===== config.mk =====
export PLATFORM = sky130hd
export DESIGN_NAME = calendar_date_counter_top_flat
export DESIGN_NICKNAME = d
export VERILOG_FILES = /design/src/rtl/caldate_pkg.sv /design/src/rtl/caldate_in_if.sv /design/src/rtl/caldate_out_if.sv /design/src/rtl/caldate_ctrl.sv /design/src/rtl/caldate_dp.sv /design/src/rtl/calendar_date_counter_top.sv /design/src/flat_wrapper.sv
export SDC_FILE = /design/constraint.sdc
export NUM_CORES = 1
export LEC_CHECK = 0
export BUFFER_PORTS_ARGS = -buffer_cell sky130_fd_sc_hd__buf_2
export CAP_MARGIN = 20
export CORE_ASPECT_RATIO = 1.75
export CORE_UTILIZATION = 31
export CTS_CLUSTER_DIAMETER = 60
export DETAILED_ROUTE_END_ITERATION = 12
export SLEW_MARGIN = 10
export SYNTH_ARGS = -nofsm -noshare
export SYNTH_HDL_FRONTEND = slang
export SYNTH_HIERARCHICAL = 1
export SYNTH_SLANG_ARGS = --single-unit

===== constraint.sdc =====
create_clock -name clk -period 11.1 [get_ports clk]
set_input_delay 1.11 -clock clk [delete_from_list [all_inputs] [get_ports clk]]
set_output_delay 1.11 -clock clk [all_outputs]
set_load 0.01 [all_outputs]

===== src/rtl/caldate_pkg.sv =====
// caldate_pkg: shared types, codes and calendar helpers for the date counter.
// No dependencies; caldate_ctrl, caldate_dp and calendar_date_counter_top import it.
`timescale 1ns / 1ps
`default_nettype none

package caldate_pkg;

	localparam logic CMD_LOAD    = 1'b0;
	localparam logic CMD_ADVANCE = 1'b1;

	localparam logic [3:0]  MONTH_LAST = 4'd12;
	localparam logic [11:0] YEAR_MIN   = 12'd1900;
	localparam logic [11:0] YEAR_MAX   = 12'd2100;
	localparam logic [11:0] YEAR_TOP   = 12'd4095;
	localparam logic [4:0]  FEB_LEAP   = 5'd29;

	// 25 * 3113 == 1 (mod 4096): y is a multiple of 25 exactly when
	// y * 3113 mod 4096 <= 4095 / 25
	localparam logic [11:0] INV25     = 12'd3113;
	localparam logic [11:0] DIV25_LIM = 12'd163;

	typedef enum logic [2:0] {
		ST_OK        = 3'd0,
		ST_BAD_MONTH = 3'd1,
		ST_BAD_YEAR  = 3'd2,
		ST_BAD_DAY   = 3'd3,
		ST_OVERFLOW  = 3'd4
	} status_t;

	typedef struct packed {
		logic        command;
		logic [3:0]  load_month;
		logic [4:0]  load_day;
		logic [11:0] load_year;
		logic [15:0] advance_days;
	} item_t;

	typedef struct packed {
		logic [3:0]  cur_month;
		logic [4:0]  cur_day;
		logic [11:0] cur_year;
		status_t     status;
	} result_t;

	// controller -> datapath
	typedef struct packed {
		logic load;      // check and apply a load transaction
		logic adv_start; // latch day count, clear status
		logic step;      // one day forward, count down
		logic ovf;       // flag year overflow
		logic out_wr;    // capture date and status into output register
	} dp_cmd_t;

	// datapath -> controller
	typedef struct packed {
		logic cnt_zero;
		logic at_top;
		logic out_free;
	} dp_sts_t;

	function automatic logic is_leap(input logic [11:0] y);
		logic [11:0] p;
		logic        div25;
		p     = 12'(y * INV25);
		div25 = (p <= DIV25_LIM);
		// div by 4, and either not div by 25 (so not by 100) or div by 16 (so by 400)
		return (y[1:0] == 2'd0) && (!div25 || (y[3:0] == 4'd0));
	endfunction

	function automatic logic [4:0] days_in(input logic [3:0] m, input logic [11:0] y);
		logic [4:0] d;
		unique case (m)
			4'd1, 4'd3, 4'd5, 4'd7, 4'd8, 4'd10, 4'd12: d = 5'd31;
			4'd4, 4'd6, 4'd9, 4'd11:                    d = 5'd30;
			4'd2:                                       d = is_leap(y) ? FEB_LEAP : 5'd28;
			default:                                    d = 5'd0;
		endcase
		return d;
	endfunction

endpackage

`default_nettype wire


===== src/rtl/caldate_in_if.sv =====
// caldate_in_if: valid/ready channel carrying one command transaction.
// Depends on nothing.
`timescale 1ns / 1ps
`default_nettype none

interface caldate_in_if;
	logic        valid;
	logic        ready;
	logic        command;
	logic [3:0]  load_month;
	logic [4:0]  load_day;
	logic [11:0] load_year;
	logic [15:0] advance_days;

	modport source (
		output valid, command, load_month, load_day, load_year, advance_days,
		input  ready
	);
	modport sink (
		input  valid, command, load_month, load_day, load_year, advance_days,
		output ready
	);
endinterface

`default_nettype wire


===== src/rtl/caldate_out_if.sv =====
// caldate_out_if: valid/ready channel carrying one date/status result transaction.
// Depends on nothing.
`timescale 1ns / 1ps
`default_nettype none

interface caldate_out_if;
	logic        valid;
	logic        ready;
	logic [3:0]  cur_month;
	logic [4:0]  cur_day;
	logic [11:0] cur_year;
	logic [2:0]  status;

	modport source (
		output valid, cur_month, cur_day, cur_year, status,
		input  ready
	);
	modport sink (
		input  valid, cur_month, cur_day, cur_year, status,
		output ready
	);
endinterface

`default_nettype wire


===== src/rtl/caldate_ctrl.sv =====
// caldate_ctrl: sequencing state machine for the date counter.
// Depends on caldate_pkg; drives caldate_dp through dp_cmd_t / dp_sts_t.
`timescale 1ns / 1ps
`default_nettype none

module caldate_ctrl
	import caldate_pkg::*;
(
	input  wire logic    clk,
	input  wire logic    arst_n,
	input  wire logic    in_valid,
	input  wire logic    in_command,
	output logic         in_ready,
	input  wire dp_sts_t sts,
	output dp_cmd_t      cmd
);

	typedef enum logic [2:0] {
		S_IDLE   = 3'b001,
		S_STEP   = 3'b010,
		S_FINISH = 3'b100
	} state_t;

	state_t state_q, state_d;

	always_comb begin
		state_d  = state_q;
		cmd      = '0;
		in_ready = 1'b0;
		unique case (state_q)
			S_IDLE: begin
				in_ready = 1'b1;
				if (in_valid) begin
					if (in_command == CMD_LOAD) begin
						cmd.load = 1'b1;
						state_d  = S_FINISH;
					end else begin
						cmd.adv_start = 1'b1;
						state_d       = S_STEP;
					end
				end
			end
			S_STEP: begin
				if (sts.cnt_zero) begin
					state_d = S_FINISH;
				end else if (sts.at_top) begin
					cmd.ovf = 1'b1;
					state_d = S_FINISH;
				end else begin
					cmd.step = 1'b1;
				end
			end
			S_FINISH: begin
				if (sts.out_free) begin
					cmd.out_wr = 1'b1;
					state_d    = S_IDLE;
				end
			end
			default: begin
				state_d = S_IDLE;
			end
		endcase
	end

	always_ff @(posedge clk or negedge arst_n) begin
		if (!arst_n) begin
			state_q <= S_IDLE;
		end else begin
			state_q <= state_d;
		end
	end

endmodule

`default_nettype wire


===== src/rtl/caldate_dp.sv =====
// caldate_dp: date registers, load checker, day stepper, day counter, output register.
// Depends on caldate_pkg; commanded by caldate_ctrl.
`timescale 1ns / 1ps
`default_nettype none

module caldate_dp
	import caldate_pkg::*;
#(
	parameter int COUNT_BITS = 16
) (
	input  wire logic    clk,
	input  wire logic    arst_n,
	input  wire dp_cmd_t cmd,
	output dp_sts_t      sts,
	input  wire item_t   item,
	input  wire logic    out_ready,
	output logic         out_valid,
	output result_t      result
);

	logic [3:0]            month_q;
	logic [4:0]            day_q;
	logic [11:0]           year_q;
	status_t               status_q;
	logic [COUNT_BITS-1:0] cnt_q;
	logic                  out_valid_q;
	result_t               result_q;

	// load check, month first, then year, then day
	logic    [4:0]  ld_dim;
	status_t        ld_status;
	always_comb begin
		ld_dim = days_in(item.load_month, item.load_year);
		if (item.load_month < 4'd1 || item.load_month > MONTH_LAST) begin
			ld_status = ST_BAD_MONTH;
		end else if (item.load_year < YEAR_MIN || item.load_year > YEAR_MAX) begin
			ld_status = ST_BAD_YEAR;
		end else if (item.load_day < 5'd1 || item.load_day > ld_dim) begin
			ld_status = ST_BAD_DAY;
		end else begin
			ld_status = ST_OK;
		end
	end

	// day stepping
	logic [4:0] cur_dim;
	logic       month_end;
	assign cur_dim   = days_in(month_q, year_q);
	assign month_end = (day_q >= cur_dim);

	// day count, low COUNT_BITS bits of the request
	logic [31:0]           adv_ext;
	logic [COUNT_BITS-1:0] adv_cnt;
	assign adv_ext = 32'(item.advance_days);
	assign adv_cnt = adv_ext[COUNT_BITS-1:0];

	assign sts.cnt_zero = (cnt_q == '0);
	assign sts.at_top   = month_end && !(month_q < MONTH_LAST) && !(year_q < YEAR_TOP);
	assign sts.out_free = !out_valid_q || out_ready;

	always_ff @(posedge clk or negedge arst_n) begin
		if (!arst_n) begin
			month_q <= 4'd1;
			day_q   <= 5'd1;
			year_q  <= YEAR_MIN;
		end else if (cmd.load) begin
			if (ld_status == ST_OK) begin
				month_q <= item.load_month;
				day_q   <= item.load_day;
				year_q  <= item.load_year;
			end
		end else if (cmd.step) begin
			if (!month_end) begin
				day_q <= day_q + 5'd1;
			end else if (month_q < MONTH_LAST) begin
				month_q <= month_q + 4'd1;
				day_q   <= 5'd1;
			end else begin
				year_q  <= year_q + 12'd1;
				month_q <= 4'd1;
				day_q   <= 5'd1;
			end
		end
	end

	always_ff @(posedge clk) begin
		if (cmd.load) begin
			status_q <= ld_status;
		end else if (cmd.adv_start) begin
			status_q <= ST_OK;
		end else if (cmd.ovf) begin
			status_q <= ST_OVERFLOW;
		end
		if (cmd.adv_start) begin
			cnt_q <= adv_cnt;
		end else if (cmd.step) begin
			cnt_q <= cnt_q - COUNT_BITS'(1);
		end
		if (cmd.out_wr) begin
			result_q.cur_month <= month_q;
			result_q.cur_day   <= day_q;
			result_q.cur_year  <= year_q;
			result_q.status    <= status_q;
		end
	end

	always_ff @(posedge clk or negedge arst_n) begin
		if (!arst_n) begin
			out_valid_q <= 1'b0;
		end else if (cmd.out_wr) begin
			out_valid_q <= 1'b1;
		end else if (out_ready) begin
			out_valid_q <= 1'b0;
		end
	end

	assign out_valid = out_valid_q;
	assign result    = result_q;

endmodule

`default_nettype wire


===== src/rtl/calendar_date_counter_top.sv =====
// calendar_date_counter_top: Gregorian date counter, controller plus datapath.
// Depends on caldate_pkg, caldate_in_if, caldate_out_if, caldate_ctrl, caldate_dp.
//
//  channel  | dir | transaction carries
//  ---------+-----+---------------------------------------------------------
//  in_ch    | in  | command, load_month, load_day, load_year, advance_days
//  out_ch   | out | cur_month, cur_day, cur_year, status
//
// Sequence: a load is checked and applied at accept, then its result is captured in S_FINISH;
//   an advance by N days steps N days in S_STEP, then is captured in S_FINISH,
//   one day stepped per cycle in the datapath stepper
//   (fewer if the date saturates at 31 Dec 4095 first). The next accept follows in S_IDLE.
// Reset: arst_n clears the date to 1 Jan 1900, the state machine and the output valid.
// Stalls: the result sits in an output register, so a new transaction is taken
//   while the previous result waits; a held result only stalls the capture step.
`timescale 1ns / 1ps
`default_nettype none

module calendar_date_counter_top
	import caldate_pkg::*;
#(
	parameter int COUNT_BITS = 16
) (
	input wire logic      clk,
	input wire logic      arst_n,
	caldate_in_if.sink    in_ch,
	caldate_out_if.source out_ch
);

	dp_cmd_t cmd;
	dp_sts_t sts;
	item_t   item;
	result_t result;

	// pack incoming payload for the datapath
	assign item.command      = in_ch.command;
	assign item.load_month   = in_ch.load_month;
	assign item.load_day     = in_ch.load_day;
	assign item.load_year    = in_ch.load_year;
	assign item.advance_days = in_ch.advance_days;

	// sequencer: decides load vs. advance, runs the step loop, gates result capture
	caldate_ctrl u_ctrl (
		.clk        (clk),
		.arst_n     (arst_n),
		.in_valid   (in_ch.valid),
		.in_command (in_ch.command),
		.in_ready   (in_ch.ready),
		.sts        (sts),
		.cmd        (cmd)
	);

	// date state, checks, stepper, day counter and output register
	caldate_dp #(
		.COUNT_BITS (COUNT_BITS)
	) u_dp (
		.clk       (clk),
		.arst_n    (arst_n),
		.cmd       (cmd),
		.sts       (sts),
		.item      (item),
		.out_ready (out_ch.ready),
		.out_valid (out_ch.valid),
		.result    (result)
	);

	// unpack result onto the output channel
	assign out_ch.cur_month = result.cur_month;
	assign out_ch.cur_day   = result.cur_day;
	assign out_ch.cur_year  = result.cur_year;
	assign out_ch.status    = result.status;

endmodule

`default_nettype wire

===== src/flat_wrapper.sv =====
// flat-port wrapper written by rule: the top's interface ports become plain ports
module calendar_date_counter_top_flat import caldate_pkg::*;
#(
	parameter int COUNT_BITS = 16
)
  (clk, arst_n, in_ch_valid, in_ch_command, in_ch_load_month, in_ch_load_day, in_ch_load_year, in_ch_advance_days, in_ch_ready, out_ch_valid, out_ch_cur_month, out_ch_cur_day, out_ch_cur_year, out_ch_status, out_ch_ready);
  caldate_in_if in_ch_i ();
  caldate_out_if out_ch_i ();
  input wire logic clk;
  input wire logic arst_n;
  input wire logic [$bits(in_ch_i.valid)-1:0] in_ch_valid;
  input wire logic [$bits(in_ch_i.command)-1:0] in_ch_command;
  input wire logic [$bits(in_ch_i.load_month)-1:0] in_ch_load_month;
  input wire logic [$bits(in_ch_i.load_day)-1:0] in_ch_load_day;
  input wire logic [$bits(in_ch_i.load_year)-1:0] in_ch_load_year;
  input wire logic [$bits(in_ch_i.advance_days)-1:0] in_ch_advance_days;
  output wire logic [$bits(in_ch_i.ready)-1:0] in_ch_ready;
  output wire logic [$bits(out_ch_i.valid)-1:0] out_ch_valid;
  output wire logic [$bits(out_ch_i.cur_month)-1:0] out_ch_cur_month;
  output wire logic [$bits(out_ch_i.cur_day)-1:0] out_ch_cur_day;
  output wire logic [$bits(out_ch_i.cur_year)-1:0] out_ch_cur_year;
  output wire logic [$bits(out_ch_i.status)-1:0] out_ch_status;
  input wire logic [$bits(out_ch_i.ready)-1:0] out_ch_ready;
  assign in_ch_i.valid = in_ch_valid;
  assign in_ch_i.command = in_ch_command;
  assign in_ch_i.load_month = in_ch_load_month;
  assign in_ch_i.load_day = in_ch_load_day;
  assign in_ch_i.load_year = in_ch_load_year;
  assign in_ch_i.advance_days = in_ch_advance_days;
  assign in_ch_ready = in_ch_i.ready;
  assign out_ch_valid = out_ch_i.valid;
  assign out_ch_cur_month = out_ch_i.cur_month;
  assign out_ch_cur_day = out_ch_i.cur_day;
  assign out_ch_cur_year = out_ch_i.cur_year;
  assign out_ch_status = out_ch_i.status;
  assign out_ch_i.ready = out_ch_ready;
  calendar_date_counter_top #(.COUNT_BITS(COUNT_BITS)) u_core (.clk(clk), .arst_n(arst_n), .in_ch(in_ch_i), .out_ch(out_ch_i));
endmodule

==> impl_metrics.env <==
export IMPL_die_area_um2=17400
export IMPL_core_area_um2=16400
export IMPL_multiInputGateArea_um2=3070
export IMPL_num_antenna_cells=0
export IMPL_peakVddDrop_mv=0.0677
export IMPL_die_height_um=174
export IMPL_drive_above_1_share=0.193
export IMPL_power_mw=1.05
export IMPL_synth_top_area_frac=0.247
export IMPL_worstHoldStart="u_core/u_dp/status_q[2]"
export IMPL_worst_hold_path_endpoint="u_core/u_dp/result[2]"
export IMPL_worstPathCellList="ha_1 -> fa_1 -> ha_1 -> inv_1 -> fa_1 -> xor2_1 -> a21oi_1 -> or3_1 -> nor3_1 -> a31oi_1 -> ha_1 -> nand2b_1 -> a31oi_1 -> o21ai_0 -> buf_4 -> nor4b_1 -> and2b_1 -> nor2b_1 -> nand3_1 -> nand2b_1 -> or4_1 -> nand4_1"
export IMPL_dpl_cell_area_um2=5790
export IMPL_maxSlewViolCount=0
export IMPL_synthFlopType="edfxtp_1"
export IMPL_worstSetupEndpointType="flip-flop"
export IMPL_required_ns=11.36
export IMPL_antenna_found_initial=0
export IMPL_status="finished, final reports clean"
export IMPL_clockBufferDepth=2
export IMPL_cts_tree="built"
export IMPL_final_common_cell="buf_2"
export IMPL_p_switching_uw=382
export IMPL_max_cap_violations=0
export IMPL_crit_start="u_core/u_dp/year_q[3]"
export IMPL_dpl_hpwl_um=10300
export IMPL_yosys_warnings=6
export IMPL_syn_area_um2=5220
export IMPL_p_leak_nw=2.54
export IMPL_clock_fmax_ghz=0.160
export IMPL_grt_max_degree=37
export IMPL_grt_pass1_wl_um=21300
export IMPL_syn_nets=632
export IMPL_first_pass_iters=5
export IMPL_nets=700
export IMPL_cts_buffers=9
export IMPL_dp_slack_ns=4.94
export IMPL_p_per_area_nw_per_um2=173
export IMPL_seqCellArea_um2=1930
export IMPL_io_pins=68
export IMPL_max_stage_delay_ns=0.66
export IMPL_cts_root_buf="clkbuf_16"
export IMPL_synth_top_cells_by_area="edfxtp_1, ha_1, dfrtp_1"
export IMPL_die_w_um=100
export IMPL_hold_viol_final=0
export IMPL_cts_max_level=3
export IMPL_cts_hold_buf=0
export IMPL_finalCriticalPeriod_ns=6.26
export IMPL_final_cell_area_um2=6100
export IMPL_yosys_register_bits=68
export IMPL_drtAntennaViolNets=0
export IMPL_final_cell_mix="buf_2, ha_1, inv_1, edfxtp_1, nand2_1"
export IMPL_tightest_slew_ns=0.844
export IMPL_skew_ns=0.0100
export IMPL_holdWs_ns=0.419
export IMPL_rows=62
export IMPL_grtUsageTotal=0.157
export IMPL_slew_headroom=0.435
export IMPL_r2r_end="u_core/u_dp/year_q[5]"
export IMPL_synthDistinctLibCells=66
export IMPL_fin_ws_ns=4.84
export IMPL_grt_pass1_vias=4405
export IMPL_numPortBuffers=67
export IMPL_worstSetupPathType="flip-flop to flip-flop"
export IMPL_yosysSeqAreaShare=0.369
export IMPL_synthCells=513
export IMPL_clockPowerShare=0.267
export IMPL_ff2ff_setup_slack_ns=4.84
export IMPL_reg2reg_depth=22
export IMPL_startpoint_type="flip-flop"
export IMPL_clk_latency_ns=0.33
export IMPL_crit_top_cell="ha_1"
export IMPL_place_inst=793
export IMPL_post_route_period_util=0.564
export IMPL_async_reset_ff_frac=0.368
export IMPL_reg2reg_from="u_core/u_dp/year_q[3]"
export IMPL_yosysTopAreaCell="edfxtp_1"
export IMPL_cts_sinks=68
export IMPL_drc=0
export IMPL_drt_wl_total_um=13300
export IMPL_avgSynthCellArea_um2=10.2
export IMPL_hold_path_class="flip-flop to flip-flop"
export IMPL_crit_cells=22
export IMPL_nFillCells=1669
export IMPL_switching_share=0.363
export IMPL_routedWlPerCell_um=16.4
export IMPL_holdPathStages=0
export IMPL_p_comb_frac=0.385
export IMPL_cp_max_fo=12
export IMPL_instances_no_fill=810
export IMPL_setup_violations=0
export IMPL_cp_arrival_ns=6.52
export IMPL_place_congestion=0.844
export IMPL_p_seq_frac=0.348
export IMPL_viasPerCell=5.28
export IMPL_rsz0062_at_grt="no"
export IMPL_cp_num_buf_inv=2
export IMPL_grt_overflow_total=0
export IMPL_drt_iter0_markers=324
export IMPL_postCtsResizedCells=0
export IMPL_crit_path_top_delay_cell="dfstp_2"
export IMPL_internal_power_uw=670
export IMPL_area_delta_synth_final_pct=16.7
export IMPL_setup_tns_ns=0
export IMPL_path_clk_slew_ns=0.06
export IMPL_cpLargestDelayFamily="simple AND/OR/NAND/NOR gates"
export IMPL_start_util=0.318
export IMPL_vias=4275
export IMPL_postCtsSetupBuffers=0
export IMPL_final_core_util=0.371
export IMPL_synth_edff_count=43
-- per-layer routing --
layer | vias to the layer above | global-route usage | share of wire
met1 | 2050 | 0.162 | 0.38
met2 | 160 | 0.296 | 0.54
met5 | - | 0 | 0
li1 | 2023 | - | -
met3 | 42 | 0.0218 | 0.039
met4 | 0 | 0.0906 | 0.036
-- sequential cells by signal, indices dropped and copies added, names as in the netlist --
signal	count
u_core/u_dp/cnt_q	16
u_core/u_dp/status_q	3
u_core/u_dp/month_q	4
u_core/u_dp/day_q	5
u_core/u_dp/year_q	12
u_core/u_ctrl/state_q	3
u_core/u_dp/result	24
u_core/u_dp/out_valid	1
-- worst reg2reg max path: cells and delay by family (launching register included) --
family / cells / cell delay, ns
compound gates: 4 / 0.50
xor+xnor: 1 / 0.15
fa+ha+maj: 5 / 1.81
buf+inv: 2 / 0.24
flops: 1 / 0.66
simple gates: 10 / 2.83
-- synth_stat cells (all sizes together), types with 5 or more instances --
library cell / n
dfstp: 10
or3: 6
fa: 12
or4: 5
o211ai: 8
nor2: 30
a31oi: 10
xor2: 6
a21oi: 19
nand3: 18
a21o: 5
a211oi: 7
dfrtp: 15
ha: 65
inv: 43
mux2i: 8
nand2: 36
nor3: 9
o22ai: 6
nor2b: 8
nand4: 5
clkbuf: 10
nor4: 6
edfxtp: 43
o21ai: 30
nand2b: 8
xnor2: 28
-- worst max-delay path by stage --
stage,to
global placement,u_core/u_dp/year_q[5]
floorplan,u_core/u_dp/year_q[5]
global route,u_core/u_dp/year_q[6]
CTS,u_core/u_dp/year_q[5]
detailed placement,u_core/u_dp/year_q[5]
finish,u_core/u_dp/year_q[5]
-- power groups by stage --
stage                     clock network [mW]  registers (mW)  logic (mW)
after CTS                              0.289           0.367       0.406
after global placement                     0           0.370       0.387
after floorplan                            0           0.358       0.293
after detailed placement                   0           0.371       0.402
after global routing                   0.297           0.372       0.458
final                                  0.282           0.366       0.405
-- kinds of logic (layout without fill, tap and decap cells) --
group | count (synthesis) | in the layout | synth area share
compound gates | 109 | 109 | 0.138
xor+xnor | 34 | 34 | 0.0570
fa+ha+maj | 77 | 77 | 0.202
buf+inv | 56 | 129 | 0.0434
flops | 68 | 68 | 0.369
mux | 9 | 9 | 0.0175
simple gates | 160 | 160 | 0.173
-- layout make-up --
type                    instances  area share
clock buffers                   9      0.0369
clock inverters                 7      0.0111
inverters                      43      0.0265
multi-input cells             389       0.503
flip-flops and latches         68       0.317
well taps                     224      0.0460
repair buffers                 70      0.0599
No activity file was read; power rests on OpenSTA's default activity.
